==> config.mk <==
export PLATFORM = sky130hd
export DESIGN_NAME = rgbd_pixel_to_point_cloud
export DESIGN_NICKNAME = d
export VERILOG_FILES = /design/src/rtl/core/rgbd_pc_pkg.sv /design/src/rtl/core/rgbd_pc_front.sv /design/src/rtl/core/rgbd_pc_queue.sv /design/src/rtl/core/rgbd_pc_div.sv /design/src/rtl/core/rgbd_pc_back.sv /design/src/rtl/core/rgbd_pixel_to_point_cloud.sv
export SDC_FILE = /design/constraint.sdc
export NUM_CORES = 2
export LEC_CHECK = 0
export BUFFER_PORTS_ARGS = -buffer_cell sky130_fd_sc_hd__buf_2
export CAP_MARGIN = 0
export CELL_PAD_IN_SITES_DETAIL_PLACEMENT = 1
export CELL_PAD_IN_SITES_GLOBAL_PLACEMENT = 2
export CORE_ASPECT_RATIO = 1.75
export CORE_MARGIN = 4
export CORE_UTILIZATION = 39
export DETAILED_ROUTE_END_ITERATION = 10
export HOLD_SLACK_MARGIN = 0.1
export PLACE_DENSITY_LB_ADDON = 0.1
export SKIP_CTS_REPAIR_TIMING = 1
export SLEW_MARGIN = 20
export SYNTH_ARGS = -nofsm -noshare
export SYNTH_HDL_FRONTEND = slang
export SYNTH_SLANG_ARGS = --single-unit
==> constraint.sdc <==
create_clock -name i_clk -period 9.9 [get_ports i_clk]
set_clock_uncertainty 0.1 [all_clocks]
set_input_delay 0 -clock i_clk [delete_from_list [all_inputs] [get_ports i_clk]]
set_output_delay 0 -clock i_clk [all_outputs]
set_load 0.05 [all_outputs]
==> src/rtl/core/rgbd_pc_pkg.sv <==
// ============================================================================
// rgbd_pc_pkg
// Shared types, widths and constants for the RGB-D point cloud block.
// ============================================================================
package rgbd_pc_pkg;

    // Frame limits
    localparam int MAX_WIDTH      = 4096;
    localparam int MAX_HEIGHT     = 4096;
    localparam int MAX_DECIMATION = 16;

    // Field widths
    localparam int SIZE_W   = 13;                   // image size registers
    localparam int COL_W    = $clog2(MAX_WIDTH);    // column counters
    localparam int ROW_W    = $clog2(MAX_HEIGHT);   // row counters
    localparam int PHASE_W  = 4;
    localparam int DEC_W    = 5;
    localparam int COORD_W  = 16;                   // Q12.4 camera constants
    localparam int DEPTH_W  = 16;
    localparam int COLOR_W  = 8;
    localparam int INDEX_W  = 24;
    localparam int POINT_W  = 32;

    // Config port
    localparam int CFG_INDEX_W = 3;
    localparam int CFG_DATA_W  = 16;

    // Reciprocal table for size / decimation
    localparam int RECIP_SHIFT = SIZE_W + 4;
    localparam int RECIP_W     = RECIP_SHIFT + 1;

    // Projection datapath
    localparam int DIFF_W     = COORD_W + 2;        // signed pos*16 - center
    localparam int PROD_W     = COORD_W + DEPTH_W;  // |diff| * depth
    localparam int DIVD_W     = PROD_W + 6;         // 2*16*prod + focal
    localparam int DIVS_W     = COORD_W + 1;        // 2*focal
    localparam int DIV_CNT_W  = $clog2(DIVD_W + 1);

    // Queue between front and back
    localparam int QUEUE_DEPTH = 4;
    localparam int QPTR_W      = $clog2(QUEUE_DEPTH);

    // Reset values of the registers
    localparam int RST_IMAGE_WIDTH  = 640;
    localparam int RST_IMAGE_HEIGHT = 480;
    localparam int RST_DECIMATION   = 1;
    localparam int RST_CENTER_X     = 5120;
    localparam int RST_CENTER_Y     = 3840;
    localparam int RST_FOCAL_X      = 8400;
    localparam int RST_FOCAL_Y      = 8400;

    typedef enum logic [CFG_INDEX_W-1:0] {
        REG_IMAGE_WIDTH  = 3'd0,
        REG_IMAGE_HEIGHT = 3'd1,
        REG_DECIMATION   = 3'd2,
        REG_CENTER_X     = 3'd3,
        REG_CENTER_Y     = 3'd4,
        REG_FOCAL_X      = 3'd5,
        REG_FOCAL_Y      = 3'd6
    } t_cfg_reg;

    typedef enum logic [1:0] {
        BK_IDLE,
        BK_MUL,
        BK_LAUNCH,
        BK_DIV
    } t_back_state;

    typedef struct packed {
        logic [DEPTH_W-1:0] depth_mm;
        logic [COLOR_W-1:0] blue;
        logic [COLOR_W-1:0] green;
        logic [COLOR_W-1:0] red;
    } t_pixel;

    typedef struct packed {
        logic signed [POINT_W-1:0] point_x;
        logic signed [POINT_W-1:0] point_y;
        logic [DEPTH_W-1:0]        point_z;
        logic [COLOR_W-1:0]        out_blue;
        logic [COLOR_W-1:0]        out_green;
        logic [COLOR_W-1:0]        out_red;
        logic [INDEX_W-1:0]        point_index;
        logic                      last_point;
    } t_point;

    // Kept pixel handed from front to back
    typedef struct packed {
        logic [COL_W-1:0]   col;
        logic [ROW_W-1:0]   row;
        logic [DEPTH_W-1:0] depth_mm;
        logic [COLOR_W-1:0] blue;
        logic [COLOR_W-1:0] green;
        logic [COLOR_W-1:0] red;
        logic [INDEX_W-1:0] point_index;
        logic               last_point;
    } t_job;

    // Camera constants; focal values already forced nonzero
    typedef struct packed {
        logic [COORD_W-1:0] center_x;
        logic [COORD_W-1:0] center_y;
        logic [COORD_W-1:0] focal_x;
        logic [COORD_W-1:0] focal_y;
    } t_proj_cfg;

    // ceil(2^RECIP_SHIFT / d); floor(v * recip >> RECIP_SHIFT) == v / d for
    // every size value in range.
    function automatic logic [RECIP_W-1:0] recip(input logic [DEC_W-1:0] d);
        logic [RECIP_W-1:0] r;
        case (d)
            5'd1:    r = RECIP_W'((2**RECIP_SHIFT) / 1);
            5'd2:    r = RECIP_W'(((2**RECIP_SHIFT) + 1) / 2);
            5'd3:    r = RECIP_W'(((2**RECIP_SHIFT) + 2) / 3);
            5'd4:    r = RECIP_W'(((2**RECIP_SHIFT) + 3) / 4);
            5'd5:    r = RECIP_W'(((2**RECIP_SHIFT) + 4) / 5);
            5'd6:    r = RECIP_W'(((2**RECIP_SHIFT) + 5) / 6);
            5'd7:    r = RECIP_W'(((2**RECIP_SHIFT) + 6) / 7);
            5'd8:    r = RECIP_W'(((2**RECIP_SHIFT) + 7) / 8);
            5'd9:    r = RECIP_W'(((2**RECIP_SHIFT) + 8) / 9);
            5'd10:   r = RECIP_W'(((2**RECIP_SHIFT) + 9) / 10);
            5'd11:   r = RECIP_W'(((2**RECIP_SHIFT) + 10) / 11);
            5'd12:   r = RECIP_W'(((2**RECIP_SHIFT) + 11) / 12);
            5'd13:   r = RECIP_W'(((2**RECIP_SHIFT) + 12) / 13);
            5'd14:   r = RECIP_W'(((2**RECIP_SHIFT) + 13) / 14);
            5'd15:   r = RECIP_W'(((2**RECIP_SHIFT) + 14) / 15);
            5'd16:   r = RECIP_W'(((2**RECIP_SHIFT) + 15) / 16);
            default: r = '0;
        endcase
        return r;
    endfunction

endpackage

==> src/rtl/core/rgbd_pc_front.sv <==
// ============================================================================
// rgbd_pc_front
// Config registers, raster position tracking and decimation filter.
// ============================================================================
module rgbd_pc_front import rgbd_pc_pkg::*; (
    input  logic                   i_clk,
    input  logic                   i_rst_n,
    input  logic                   i_cfg_we,
    input  logic [CFG_INDEX_W-1:0] i_cfg_index,
    input  logic [CFG_DATA_W-1:0]  i_cfg_data,
    input  logic                   i_in_valid,
    input  t_pixel                 i_in_word,
    input  logic                   i_q_full,
    output logic                   o_push,
    output t_job                   o_job,
    output t_proj_cfg              o_proj_cfg
);

    function automatic logic [SIZE_W-1:0] clamp_size(input logic [SIZE_W-1:0] v,
                                                     input logic [SIZE_W-1:0] maxv);
        logic [SIZE_W-1:0] r;
        if (v == '0) begin
            r = SIZE_W'(1);
        end else if (v > maxv) begin
            r = maxv;
        end else begin
            r = v;
        end
        return r;
    endfunction

    // size / decimation by reciprocal multiply
    function automatic logic [SIZE_W-1:0] cloud_size(input logic [SIZE_W-1:0] v,
                                                     input logic [DEC_W-1:0] d);
        logic [SIZE_W+RECIP_W-1:0] p;
        p = v * recip(d);
        return p[RECIP_SHIFT +: SIZE_W];
    endfunction

    function automatic logic [PHASE_W-1:0] next_phase(input logic [PHASE_W-1:0] p,
                                                      input logic [DEC_W-1:0] d);
        logic [DEC_W-1:0] p1;
        p1 = DEC_W'(p) + DEC_W'(1);
        return (p1 >= d) ? '0 : PHASE_W'(p1);
    endfunction

    // config (stored as effective values) and derived cloud size
    logic [SIZE_W-1:0]  r_width,  n_width;
    logic [SIZE_W-1:0]  r_height, n_height;
    logic [DEC_W-1:0]   r_dec,    n_dec;
    logic [SIZE_W-1:0]  r_ow,     n_ow;
    logic [SIZE_W-1:0]  r_oh,     n_oh;
    t_proj_cfg          r_proj,   n_proj;

    // raster position
    logic [COL_W-1:0]   r_col,       n_col;
    logic [ROW_W-1:0]   r_row,       n_row;
    logic [PHASE_W-1:0] r_col_phase, n_col_phase;
    logic [PHASE_W-1:0] r_row_phase, n_row_phase;
    logic [COL_W-1:0]   r_out_col,   n_out_col;
    logic [ROW_W-1:0]   r_out_row,   n_out_row;

    logic                      accept;
    logic                      keep;
    logic [ROW_W+SIZE_W-1:0]   row_base;

    always_comb begin
        n_width  = r_width;
        n_height = r_height;
        n_dec    = r_dec;
        n_proj   = r_proj;
        if (i_cfg_we) begin
            case (i_cfg_index)
                REG_IMAGE_WIDTH:  n_width  = clamp_size(i_cfg_data[SIZE_W-1:0],
                                                        SIZE_W'(MAX_WIDTH));
                REG_IMAGE_HEIGHT: n_height = clamp_size(i_cfg_data[SIZE_W-1:0],
                                                        SIZE_W'(MAX_HEIGHT));
                REG_DECIMATION: begin
                    n_dec = (i_cfg_data[DEC_W-1:0] > DEC_W'(MAX_DECIMATION)) ?
                            DEC_W'(MAX_DECIMATION) : i_cfg_data[DEC_W-1:0];
                end
                REG_CENTER_X:     n_proj.center_x = i_cfg_data;
                REG_CENTER_Y:     n_proj.center_y = i_cfg_data;
                REG_FOCAL_X: begin
                    n_proj.focal_x = (i_cfg_data == '0) ? COORD_W'(1) : i_cfg_data;
                end
                REG_FOCAL_Y: begin
                    n_proj.focal_y = (i_cfg_data == '0) ? COORD_W'(1) : i_cfg_data;
                end
                default: ;
            endcase
        end
        n_ow = cloud_size(n_width, n_dec);
        n_oh = cloud_size(n_height, n_dec);
    end

    assign accept = i_in_valid && !i_q_full;

    assign keep = (r_dec != '0) && (r_col_phase == '0) && (r_row_phase == '0) &&
                  (SIZE_W'(r_out_col) < r_ow) && (SIZE_W'(r_out_row) < r_oh);

    assign row_base = r_out_row * r_ow;

    always_comb begin
        o_job.col         = r_col;
        o_job.row         = r_row;
        o_job.depth_mm    = i_in_word.depth_mm;
        o_job.blue        = i_in_word.blue;
        o_job.green       = i_in_word.green;
        o_job.red         = i_in_word.red;
        o_job.point_index = INDEX_W'(row_base) + INDEX_W'(r_out_col);
        o_job.last_point  = (SIZE_W'(r_out_col) + SIZE_W'(1) == r_ow) &&
                            (SIZE_W'(r_out_row) + SIZE_W'(1) == r_oh);
    end

    assign o_push     = accept && keep;
    assign o_proj_cfg = r_proj;

    always_comb begin
        n_col       = r_col;
        n_row       = r_row;
        n_col_phase = r_col_phase;
        n_row_phase = r_row_phase;
        n_out_col   = r_out_col;
        n_out_row   = r_out_row;
        if (accept) begin
            if (SIZE_W'(r_col) + SIZE_W'(1) >= r_width) begin
                n_col       = '0;
                n_col_phase = '0;
                n_out_col   = '0;
                if (SIZE_W'(r_row) + SIZE_W'(1) >= r_height) begin
                    n_row       = '0;
                    n_row_phase = '0;
                    n_out_row   = '0;
                end else begin
                    n_row = r_row + ROW_W'(1);
                    if (r_dec != '0 && r_row_phase == '0) begin
                        n_out_row = r_out_row + ROW_W'(1);
                    end
                    n_row_phase = next_phase(r_row_phase, r_dec);
                end
            end else begin
                n_col = r_col + COL_W'(1);
                if (r_dec != '0 && r_col_phase == '0) begin
                    n_out_col = r_out_col + COL_W'(1);
                end
                n_col_phase = next_phase(r_col_phase, r_dec);
            end
        end
    end

    always_ff @(posedge i_clk) begin
        if (!i_rst_n) begin
            r_width         <= SIZE_W'(RST_IMAGE_WIDTH);
            r_height        <= SIZE_W'(RST_IMAGE_HEIGHT);
            r_dec           <= DEC_W'(RST_DECIMATION);
            r_ow            <= SIZE_W'(RST_IMAGE_WIDTH / RST_DECIMATION);
            r_oh            <= SIZE_W'(RST_IMAGE_HEIGHT / RST_DECIMATION);
            r_proj.center_x <= COORD_W'(RST_CENTER_X);
            r_proj.center_y <= COORD_W'(RST_CENTER_Y);
            r_proj.focal_x  <= COORD_W'(RST_FOCAL_X);
            r_proj.focal_y  <= COORD_W'(RST_FOCAL_Y);
            r_col           <= '0;
            r_row           <= '0;
            r_col_phase     <= '0;
            r_row_phase     <= '0;
            r_out_col       <= '0;
            r_out_row       <= '0;
        end else begin
            r_width     <= n_width;
            r_height    <= n_height;
            r_dec       <= n_dec;
            r_ow        <= n_ow;
            r_oh        <= n_oh;
            r_proj      <= n_proj;
            r_col       <= n_col;
            r_row       <= n_row;
            r_col_phase <= n_col_phase;
            r_row_phase <= n_row_phase;
            r_out_col   <= n_out_col;
            r_out_row   <= n_out_row;
        end
    end

endmodule

==> src/rtl/core/rgbd_pc_queue.sv <==
// ============================================================================
// rgbd_pc_queue
// Short FIFO of kept pixels between the front and the back.
// ============================================================================
module rgbd_pc_queue import rgbd_pc_pkg::*; (
    input  logic i_clk,
    input  logic i_rst_n,
    input  logic i_push,
    input  t_job i_job,
    input  logic i_pop,
    output t_job o_head,
    output logic o_full,
    output logic o_empty
);

    t_job              r_mem [QUEUE_DEPTH];
    logic [QPTR_W-1:0] r_wr_ptr, n_wr_ptr;
    logic [QPTR_W-1:0] r_rd_ptr, n_rd_ptr;
    logic [QPTR_W:0]   r_count,  n_count;
    logic              do_push;
    logic              do_pop;

    assign o_full  = (r_count == (QPTR_W+1)'(QUEUE_DEPTH));
    assign o_empty = (r_count == '0);
    assign o_head  = r_mem[r_rd_ptr];

    assign do_push = i_push && !o_full;
    assign do_pop  = i_pop && !o_empty;

    always_comb begin
        n_wr_ptr = do_push ? r_wr_ptr + QPTR_W'(1) : r_wr_ptr;
        n_rd_ptr = do_pop  ? r_rd_ptr + QPTR_W'(1) : r_rd_ptr;
        n_count  = r_count;
        if (do_push && !do_pop) begin
            n_count = r_count + (QPTR_W+1)'(1);
        end else if (do_pop && !do_push) begin
            n_count = r_count - (QPTR_W+1)'(1);
        end
    end

    always_ff @(posedge i_clk) begin
        if (!i_rst_n) begin
            r_wr_ptr <= '0;
            r_rd_ptr <= '0;
            r_count  <= '0;
        end else begin
            r_wr_ptr <= n_wr_ptr;
            r_rd_ptr <= n_rd_ptr;
            r_count  <= n_count;
        end
    end

    always_ff @(posedge i_clk) begin
        if (do_push) begin
            r_mem[r_wr_ptr] <= i_job;
        end
    end

endmodule

==> src/rtl/core/rgbd_pc_div.sv <==
// ============================================================================
// rgbd_pc_div
// Restoring divider, one quotient bit per cycle; result held until restart.
// ============================================================================
module rgbd_pc_div import rgbd_pc_pkg::*; (
    input  logic              i_clk,
    input  logic              i_rst_n,
    input  logic              i_start,
    input  logic [DIVD_W-1:0] i_dividend,
    input  logic [DIVS_W-1:0] i_divisor,
    output logic              o_done,
    output logic [DIVD_W-1:0] o_quotient
);

    logic                 r_busy;
    logic                 r_done;
    logic [DIV_CNT_W-1:0] r_cnt;
    logic [DIVS_W-1:0]    r_rem, n_rem;
    logic [DIVD_W-1:0]    r_quo, n_quo;
    logic [DIVS_W-1:0]    r_dvs;

    logic [DIVS_W:0]      trial;
    logic [DIVS_W:0]      trial_sub;
    logic                 ge;

    always_comb begin
        trial     = {r_rem, r_quo[DIVD_W-1]};
        trial_sub = trial - {1'b0, r_dvs};
        ge        = (trial >= {1'b0, r_dvs});
        n_rem     = ge ? trial_sub[DIVS_W-1:0] : trial[DIVS_W-1:0];
        n_quo     = {r_quo[DIVD_W-2:0], ge};
    end

    always_ff @(posedge i_clk) begin
        if (!i_rst_n) begin
            r_busy <= 1'b0;
            r_done <= 1'b0;
            r_cnt  <= '0;
        end else if (i_start) begin
            r_busy <= 1'b1;
            r_done <= 1'b0;
            r_cnt  <= DIV_CNT_W'(DIVD_W);
        end else if (r_busy) begin
            r_cnt <= r_cnt - DIV_CNT_W'(1);
            if (r_cnt == DIV_CNT_W'(1)) begin
                r_busy <= 1'b0;
                r_done <= 1'b1;
            end
        end
    end

    always_ff @(posedge i_clk) begin
        if (i_start) begin
            r_rem <= '0;
            r_quo <= i_dividend;
            r_dvs <= i_divisor;
        end else if (r_busy) begin
            r_rem <= n_rem;
            r_quo <= n_quo;
        end
    end

    assign o_done     = r_done;
    assign o_quotient = r_quo;

endmodule

==> src/rtl/core/rgbd_pc_back.sv <==
// ============================================================================
// rgbd_pc_back
// Back-projection of one kept pixel at a time, with the output register.
// ============================================================================
module rgbd_pc_back import rgbd_pc_pkg::*; (
    input  logic      i_clk,
    input  logic      i_rst_n,
    input  logic      i_q_empty,
    input  t_job      i_head,
    input  t_proj_cfg i_proj_cfg,
    output logic      o_pop,
    output logic      o_out_valid,
    input  logic      i_out_stall,
    output t_point    o_out_word
);

    localparam logic [DIVD_W-1:0] NEG_LIMIT = DIVD_W'(64'h0000_0000_8000_0000);
    localparam logic [DIVD_W-1:0] POS_LIMIT = DIVD_W'(64'h0000_0000_7FFF_FFFF);

    function automatic logic [COORD_W-1:0] magnitude(input logic [DIFF_W-1:0] d);
        logic [DIFF_W-1:0] neg_d;
        neg_d = DIFF_W'(0) - d;
        return d[DIFF_W-1] ? neg_d[COORD_W-1:0] : d[COORD_W-1:0];
    endfunction

    function automatic logic [POINT_W-1:0] saturate(input logic [DIVD_W-1:0] q,
                                                    input logic neg);
        logic [DIVD_W-1:0] neg_q;
        logic [POINT_W-1:0] r;
        neg_q = DIVD_W'(0) - q;
        if (neg) begin
            r = (q > NEG_LIMIT) ? 32'h8000_0000 : neg_q[POINT_W-1:0];
        end else begin
            r = (q > POS_LIMIT) ? 32'h7FFF_FFFF : q[POINT_W-1:0];
        end
        return r;
    endfunction

    t_back_state r_state, n_state;
    t_job        r_job;
    logic [PROD_W-1:0] r_prod_x, r_prod_y;
    logic        r_neg_x, r_neg_y;
    logic        r_out_valid;
    t_point      r_out_word;

    logic [DIFF_W-1:0] diff_x, diff_y;
    logic [PROD_W-1:0] prod_x, prod_y;
    logic [DIVD_W-1:0] dividend_x, dividend_y;
    logic [DIVS_W-1:0] divisor_x, divisor_y;
    logic [DIVD_W-1:0] quo_x, quo_y;
    logic              done_x, done_y;
    logic              out_free;
    logic              start;
    logic              load_out;

    // signed (pos * 16 - center), then |.| * depth
    assign diff_x = DIFF_W'({r_job.col, 4'b0000}) - DIFF_W'(i_proj_cfg.center_x);
    assign diff_y = DIFF_W'({r_job.row, 4'b0000}) - DIFF_W'(i_proj_cfg.center_y);
    assign prod_x = magnitude(diff_x) * r_job.depth_mm;
    assign prod_y = magnitude(diff_y) * r_job.depth_mm;

    // round to nearest: (2*16*prod + f) / (2*f)
    assign dividend_x = DIVD_W'({r_prod_x, 5'b00000}) + DIVD_W'(i_proj_cfg.focal_x);
    assign dividend_y = DIVD_W'({r_prod_y, 5'b00000}) + DIVD_W'(i_proj_cfg.focal_y);
    assign divisor_x  = {i_proj_cfg.focal_x, 1'b0};
    assign divisor_y  = {i_proj_cfg.focal_y, 1'b0};

    rgbd_pc_div u_div_x (
        .i_clk      (i_clk),
        .i_rst_n    (i_rst_n),
        .i_start    (start),
        .i_dividend (dividend_x),
        .i_divisor  (divisor_x),
        .o_done     (done_x),
        .o_quotient (quo_x)
    );

    rgbd_pc_div u_div_y (
        .i_clk      (i_clk),
        .i_rst_n    (i_rst_n),
        .i_start    (start),
        .i_dividend (dividend_y),
        .i_divisor  (divisor_y),
        .o_done     (done_y),
        .o_quotient (quo_y)
    );

    assign out_free = !r_out_valid || !i_out_stall;

    // next state
    always_comb begin
        n_state = r_state;
        case (r_state)
            BK_IDLE:   if (!i_q_empty) n_state = BK_MUL;
            BK_MUL:    n_state = BK_LAUNCH;
            BK_LAUNCH: n_state = BK_DIV;
            BK_DIV:    if (done_x && done_y && out_free) n_state = BK_IDLE;
            default:   n_state = BK_IDLE;
        endcase
    end

    // state outputs
    always_comb begin
        o_pop    = 1'b0;
        start    = 1'b0;
        load_out = 1'b0;
        case (r_state)
            BK_IDLE:   o_pop = !i_q_empty;
            BK_MUL:    ;
            BK_LAUNCH: start = 1'b1;
            BK_DIV:    load_out = done_x && done_y && out_free;
            default:   ;
        endcase
    end

    always_ff @(posedge i_clk) begin
        if (!i_rst_n) begin
            r_state     <= BK_IDLE;
            r_out_valid <= 1'b0;
        end else begin
            r_state <= n_state;
            if (load_out) begin
                r_out_valid <= 1'b1;
            end else if (!i_out_stall) begin
                r_out_valid <= 1'b0;
            end
        end
    end

    always_ff @(posedge i_clk) begin
        if (o_pop) begin
            r_job <= i_head;
        end
        if (r_state == BK_MUL) begin
            r_prod_x <= prod_x;
            r_prod_y <= prod_y;
            r_neg_x  <= diff_x[DIFF_W-1];
            r_neg_y  <= diff_y[DIFF_W-1];
        end
        if (load_out) begin
            r_out_word.point_x     <= saturate(quo_x, r_neg_x);
            r_out_word.point_y     <= saturate(quo_y, r_neg_y);
            r_out_word.point_z     <= r_job.depth_mm;
            r_out_word.out_blue    <= r_job.blue;
            r_out_word.out_green   <= r_job.green;
            r_out_word.out_red     <= r_job.red;
            r_out_word.point_index <= r_job.point_index;
            r_out_word.last_point  <= r_job.last_point;
        end
    end

    assign o_out_valid = r_out_valid;
    assign o_out_word  = r_out_word;

endmodule

==> src/rtl/core/rgbd_pixel_to_point_cloud.sv <==
// ============================================================================
// rgbd_pixel_to_point_cloud
// Pinhole back-projection of a raster RGB-D pixel stream into a point cloud.
// ============================================================================
// Throughput: one input word per cycle while the queue has room and pixels
//   are dropped by decimation; the back end takes one kept pixel at a time,
//   and each one waits on the 38-step bit-serial dividers (38 quotient bits
//   of the rounded x and y quotients).
// Reset (i_rst_n low, synchronous): registers take their default values,
//   raster position returns to the frame origin, queue and output empty.
// ============================================================================
module rgbd_pixel_to_point_cloud import rgbd_pc_pkg::*; (
    input  logic                   i_clk,
    input  logic                   i_rst_n,
    // configuration
    input  logic                   i_cfg_we,
    input  logic [CFG_INDEX_W-1:0] i_cfg_index,
    input  logic [CFG_DATA_W-1:0]  i_cfg_data,
    // pixel words in
    input  logic                   i_in_valid,
    output logic                   o_in_stall,
    input  t_pixel                 i_in_word,
    // point words out
    output logic                   o_out_valid,
    input  logic                   i_out_stall,
    output t_point                 o_out_word
);

    // Front: owns the config registers and the raster counters. It takes
    // a word whenever the queue has room, drops pixels that are off the
    // decimation grid or cropped, and pushes kept pixels together with
    // their point index and last-of-frame flag.
    //
    // Queue: four entries, so a run of dropped pixels keeps flowing while
    // the back end is busy with a point.
    //
    // Back: multiplies |pos*16 - center| by depth, then divides by the
    // focal length with rounding on two parallel serial dividers (x, y),
    // saturates to 32 bits and parks the point in the output register.

    logic      q_full;
    logic      q_empty;
    logic      push;
    logic      pop;
    t_job      front_job;
    t_job      head_job;
    t_proj_cfg proj_cfg;

    rgbd_pc_front u_front (
        .i_clk       (i_clk),
        .i_rst_n     (i_rst_n),
        .i_cfg_we    (i_cfg_we),
        .i_cfg_index (i_cfg_index),
        .i_cfg_data  (i_cfg_data),
        .i_in_valid  (i_in_valid),
        .i_in_word   (i_in_word),
        .i_q_full    (q_full),
        .o_push      (push),
        .o_job       (front_job),
        .o_proj_cfg  (proj_cfg)
    );

    rgbd_pc_queue u_queue (
        .i_clk   (i_clk),
        .i_rst_n (i_rst_n),
        .i_push  (push),
        .i_job   (front_job),
        .i_pop   (pop),
        .o_head  (head_job),
        .o_full  (q_full),
        .o_empty (q_empty)
    );

    rgbd_pc_back u_back (
        .i_clk       (i_clk),
        .i_rst_n     (i_rst_n),
        .i_q_empty   (q_empty),
        .i_head      (head_job),
        .i_proj_cfg  (proj_cfg),
        .o_pop       (pop),
        .o_out_valid (o_out_valid),
        .i_out_stall (i_out_stall),
        .o_out_word  (o_out_word)
    );

    // Input stalls only when the queue is full; this never depends on valid.
    assign o_in_stall = q_full;

endmodule
==> Word level (Yosys, flattened, before mapping) <==
Memories as Yosys holds them, arrays and structs flattened. A register that Yosys moved wholly into a read port is not among the register bits.
Cells that the tools add are included.
W data, S select, Z words.
{ "op_classes": {"n_addsub": 27, "n_mul": 5, "magnitude_cmp": 14, "n_eq_ne": 17, "n_mux": 56, "n_bitwise": 1, "reduce_logical": 45} }
{ "op_table": {"columns": ["cell", "n"], "rows": [
  ["$mux W32", 6],
  ["$mux W38", 4],
  ["$mux W13", 6],
  ["$add A37 B16 Y38", 2],
  ["$gt A38 B31 Y1 const B", 2],
  ["$gt A38 B32 Y1 const B", 2],
  ["$mux W12", 6],
  ["$mul A16 B16 Y32", 2],
  ["$sub A1 B32 Y32 const A", 2],
  ["$mul A13 B18 Y30", 2],
  ["$add A12 B1 Y13 const B", 4],
  ["$add A12 B1 Y12 const B", 4],
  ["$mux W16", 3],
  ["$ge A18 B17 Y1", 2],
  ["$mux W17", 2],
  ["$sub A16 B16 Y17", 2],
  ["$sub A17 B17 Y17", 2],
  ["$sub A1 B16 Y16 const A", 2],
  ["$eq A13 B13 Y1", 2],
  ["$ge A13 B13 Y1", 2],
  ["$lt A12 B13 Y1", 2],
  ["$add A24 B12 Y24", 1],
  ["$mul A12 B13 Y24", 1],
  ["$mux W6", 4],
  ["other kinds (36)", 98]
]} }
{ "word_totals": {"register_bits": 540, "ramBits": 356, "rom_bits": 1152, "mem_count": 3} }
{ "memory_table": {"columns": ["memory", "words", "word_bits", "read_ports", "rd_clocked_by_memory_dff", "wr", "line", "text"], "rows": [
  ["(name not given)", 32, 18, 1, 0, 0, "rgbd_pc_pkg.sv:111", "case (d)"],
  ["(name not given)", 32, 18, 1, 0, 0, "rgbd_pc_pkg.sv:111", null],
  ["u_queue.r_mem", 4, 89, 1, 1, 1, "rgbd_pc_queue.sv:16", "t_job r_mem [QUEUE_DEPTH];"]
]} }

==> Depth between registers and ports, before layout <==
{ "logic_depth": {"ltp_word": 11, "depth_mapped": 40, "ltp_nobuf": 36} }

==> Cells and area by module <==
A second synthesis with hierarchy kept.
{ "unflattened": {"hier_cells": 8089, "hier_area_um2": 83152.2} }
{ "by_module_without_submodules": {"columns": ["mod", "n_inst", "cells_each", "area_each_um2", "seq_area_each_um2"], "rows": [
  ["rgbd_pc_back", 1, 3377, 32661.3, 8588.2],
  ["rgbd_pc_front", 1, 3521, 29069.1, 3543.4],
  ["rgbd_pc_queue", 1, 513, 13289.0, 10870.4],
  ["rgbd_pc_div", 2, 339, 4066.4, 2152.1]
]} }

==> Worst setup path after synthesis <==
Ideal clock, no wire load.
{ "synth_timing": {"path_type": "register -> register", "from": "register u_front.r_proj, in the netlist u_front.o_proj_cfg[48]", "to": "register u_back.r_prod_x[24], data pin", "setup_time_ps": 261, "arrival_ps": 9307, "required_ps": 9539, "setup_slack_ps": 232, "path_stages_with_launch": 40, "path_buffers": 4, "period_less_slack_ps": 9668, "path_cell_list": "dfxtp_1 > clkbuf_1 > clkbuf_1 > inv_1 > ha_1 > nand2b_1 > o31ai_1 > a2111oi_0 > nor4_1 > o41ai_1 > nand2b_1 > a21o_1 > clkbuf_1 > clkinv_1 > o21ai_0 > xnor2_1 > clkbuf_1 > nand2_1 > [... 4 more ...] > fa_1 > inv_1 > fa_1 > fa_1 > inv_1 > fa_1 > inv_1 > ha_1 > nand4_1 > nor2_1 > nand3_1 > or3_1 > a31o_2 > a21oi_1 > o21ai_0 > a21oi_1 > nor4b_1 > a311o_1"} }
{ "synth_via": {"elab_cells_between_ends": 4, "cone_classes": "add/sub: 2; mul: 1; mux: 1"} }
{ "synth_rtl": {"columns": ["element", "line", "text"], "rows": [
  ["start: declaration", "rgbd_pc_front.sv:53", "t_proj_cfg r_proj, n_proj;"],
  ["start signal: assignment", "rgbd_pc_front.sv:175", "r_proj <= n_proj;"],
  ["$sub A16 B16 Y17", "rgbd_pc_back.sv:57", "assign diff_x = DIFF_W'({r_job.col, 4'b0000}) - DIFF_W'(i_proj_cfg.center_x);"],
  ["named net u_back.diff_x[16]", "rgbd_pc_back.sv:46", "logic [DIFF_W-1:0] diff_x, diff_y;"],
  ["$mux W16", "rgbd_pc_back.sv:23", "return d[DIFF_W-1] ? neg_d[COORD_W-1:0] : d[COORD_W-1:0];"],
  ["$mul A16 B16 Y32", "rgbd_pc_back.sv:59", "assign prod_x = magnitude(diff_x) * r_job.depth_mm;"],
  ["named net u_back.prod_x[24]", "rgbd_pc_back.sv:47", "logic [PROD_W-1:0] prod_x, prod_y;"],
  ["end signal: assignment", "rgbd_pc_back.sv:135", "r_prod_x <= prod_x;"],
  ["end: declaration", "rgbd_pc_back.sv:41", "logic [PROD_W-1:0] r_prod_x, r_prod_y;"]
]} }
The timed path passes the listed nets, and every way through them passes these cells.
A chain may end at the register's enable or synchronous reset.

==> Worst setup path in the final report <==
{ "layout_timing": {"from": "register u_front.r_proj, in the netlist u_front.o_proj_cfg[53]", "to": "register u_back.r_prod_x[30], data pin"} }
The elaborated chain is that of the path after synthesis.

==> flow_summary.ini <==
[synthesis]
yosysTopAreaCell = edfxtp_1
synth_area_leaders = edfxtp_1 (28%), fa_1 (21%), ha_1 (9.1%), dfxtp_1 (5.9%), inv_1 (5.5%)
syn_area_per_cell_um2 = 10.2
synth_top_area_share_pct = 27.9
syn_inst = 7851
synth_nets = 9359
ys_ff_latch = 985
ys.flop_type = edfxtp_1
synthArstFlopShare_pct = 0
yosysUniqueCellTypes = 81
yosysWarningCount = 0
ys_seq_area_share_pct = 33.8
syn_area_um2 = 80400
synth-edff-count = 748

[cells_and_area]
final_area_um2 = 89800
drive_gt1_share_pct = 9.11
nNetsFinal = 9609
area_delta_synth_final_pct = 11.6
final_cell_mix = inv_1 (1,180), nand2_1 (1,073), fa_1 (861)
layout_commonest_cell = inv_1

[die]
ios = 195
rows = 220
core_region_area_um2 = 205000
die_area_um2 = 214000
fp.dieW_um = 351
start_util_pct = 39.2
die_h_um = 609

[clock_network]
cts-root-buf = clkbuf_16
tritoncts = done
clock_sinks = 985
cts_buffers = 102
clkTransAtPathRegs_ns = 0.06
cts-htree-levels = 3
cts_max_path_buffers = 3
insertion_delay_ns = 0.76

[run]
maxCapViolations = 0

[timing]
min_period_ns = 9.36
timing.final.max_slew_violations = 0
finalSetupViolCount = 0
fin_crit_sh_pct = 94.5
rsz0062_at_grt = false
hold_viol_final = 0
maxSlewHeadroom_pct = 26.7
worst_pin_slew_ns = 1.10
max_freq_mhz = 107

[placement]
globalplace.congestion = 0.860
dp_hpwl_um = 204000
place_area_um2 = 85000
io_buffers = 194

[status]
status = complete, no violations

[drt]
wl_um = 261000
wire_per_inst_um = 24.0
drt_iter0_markers = 2245
drtAntennaViolNets = 0
via_per_inst = 5.34
vias = 58000
drc = 0
firstDrtPassIters = 5

[worst_setup_path]
startpoint_type = flop
crit_slowest_cell = a2111oi_1
crit_path_start = u_front.o_proj_cfg[53]
endpoint_kind = flop
cp.required_ns = 10.28
critPathMaxFanout = 14
reg2reg_from = u_front.o_proj_cfg[53]
cp_slowest_stage_delay_ns = 0.67
cp.arrival_ns = 9.74
path_class = reg2reg

[min_path]
hold_path.startpoint = i_cfg_index[2]
holdCritPathClass = in2reg

[global_routing]
grt_pass1_wl_um = 396000
antenna_found_initial = 16
grt_start_max_net_pins = 87
grt_usage_pct = 24.5
grt_overflow_total = 0
grt_pass1_vias = 65500
state kept, by name (all words and copies together), names as in the netlist, 5 cells and up:
signal                     count
u_back.u_div_y.r_cnt           6
u_back.u_div_x.r_rem          17
u_front.r_row                 12
u_back.u_div_x.r_cnt           6
u_back.r_job                  89
u_front.r_dec                  5
u_back.u_div_x.o_quotient     38
u_back.u_div_y.o_quotient     38
u_front.r_height              13
u_back.u_div_y.r_dvs          16
u_front.r_out_col             12
u_back.r_prod_x               32
u_queue.r_mem                356
u_front.r_col                 12
u_front.r_width               13
u_front.r_ow                  13
u_front.r_out_row             12
u_back.u_div_x.r_dvs          16
u_front.o_proj_cfg            64
u_front.r_oh                  13
u_back.o_out_word            129
u_back.r_prod_y               32
u_back.u_div_y.r_rem          17
path summary, 6_finish.rpt:
kind | endpoint | slack (ns) | depth (start not counted)
max reg2reg | u_back.r_prod_x[30] | 0.54 | 36
min | u_front.o_proj_cfg[51] | 0.12 | 5
min reg2reg | u_back.o_out_word[21] | 0.32 | 0
max | u_back.r_prod_x[30] | 0.54 | 36
stage by stage:
step           std cells  TNS (ns)  utilization (%)  setup slack, ns  hold slack [ns]
6_report           10900         0             43.7            0.544            0.122
5_1_grt            10900         0             43.7          0.00694            0.147
4_1_cts            10700    -0.269             43.1           -0.195           -0.735
3_5_place_dp       10600    -0.133             41.4           -0.133            0.118
3_3_place_gp       10600    -0.420             41.4           -0.230            0.111
2_1_floorplan       7851         0                -            0.232         -0.00113
cell usage after synthesis, types with 20 or more instances:
library cell	n
a211oi_1	26
a21o_1	72
a21oi_1	294
a311oi_1	20
a31oi_1	22
and2_1	360
and3_1	50
buf_1	24
clkbuf_1	321
dfxtp_1	237
edfxtp_1	748
fa_1	861
ha_1	583
inv_1	1182
mux2_2	27
mux4_2	89
nand2_1	1073
nand2b_1	59
nand3_1	110
nand4_1	34
nor2_1	469
nor2b_1	49
nor3_1	103
nor4_1	27
o211ai_1	28
o21a_1	48
o21ai_0	185
o21bai_1	22
o22ai_1	20
o311ai_0	50
o31ai_1	22
o41ai_1	23
or3_1	68
xnor2_1	189
xor2_1	105
kinds of logic (layout without fill, tap and decap cells):
family                     after synthesis  in the layout  synth area share (%)
muxes                                  133            133                  3.08
AOI/OAI and AO/OA                      961            961                  7.68
and+or+nand+nor                       2501           2501                  14.5
buffers and inverters                 1532           1872                  7.15
xor gates and xnor gates               295            295                  3.23
other                                    0             10                     0
adders and majority gates             1444           1444                  30.5
DFF                                    985            985                  33.8
metal layers:
layer,global-route usage (%),vias to the layer above,part of all wire [%],routed length (µm)
met5,0,-,0.015,38
met4,11.2,6,5.3,13900
met3,2.32,463,2.2,5830
met2,49.8,849,58,152000
met1,24.4,30300,34,89400
li1,-,26400,-,-
worst max-delay path, delay by kind of cell, from the launching register on:
kind | cells | cell delay, ns
AOI/OAI and AO/OA | 10 | 2.84
xor gates and xnor gates | 2 | 0.38
adders and majority gates | 8 | 3.45
buffers and inverters | 10 | 1.36
DFF | 1 | 0.33
and+or+nand+nor | 6 | 0.61
cell type report:
type / count / area [µm²]
Antenna cell: 10 / 25.0
Clock buffer: 123 / 2700
Clock inverter: 71 / 832
Fill cell: 22800 / 116000
Inverter: 1185 / 4460
Multi-Input combinational cell: 5334 / 47700
Sequential cell: 985 / 27200
Tap cell: 2664 / 3330
Timing Repair Buffer: 493 / 3490
Power is not shown: default switching activity piles up to over one toggle a cycle in this logic, so the estimate is an artifact.
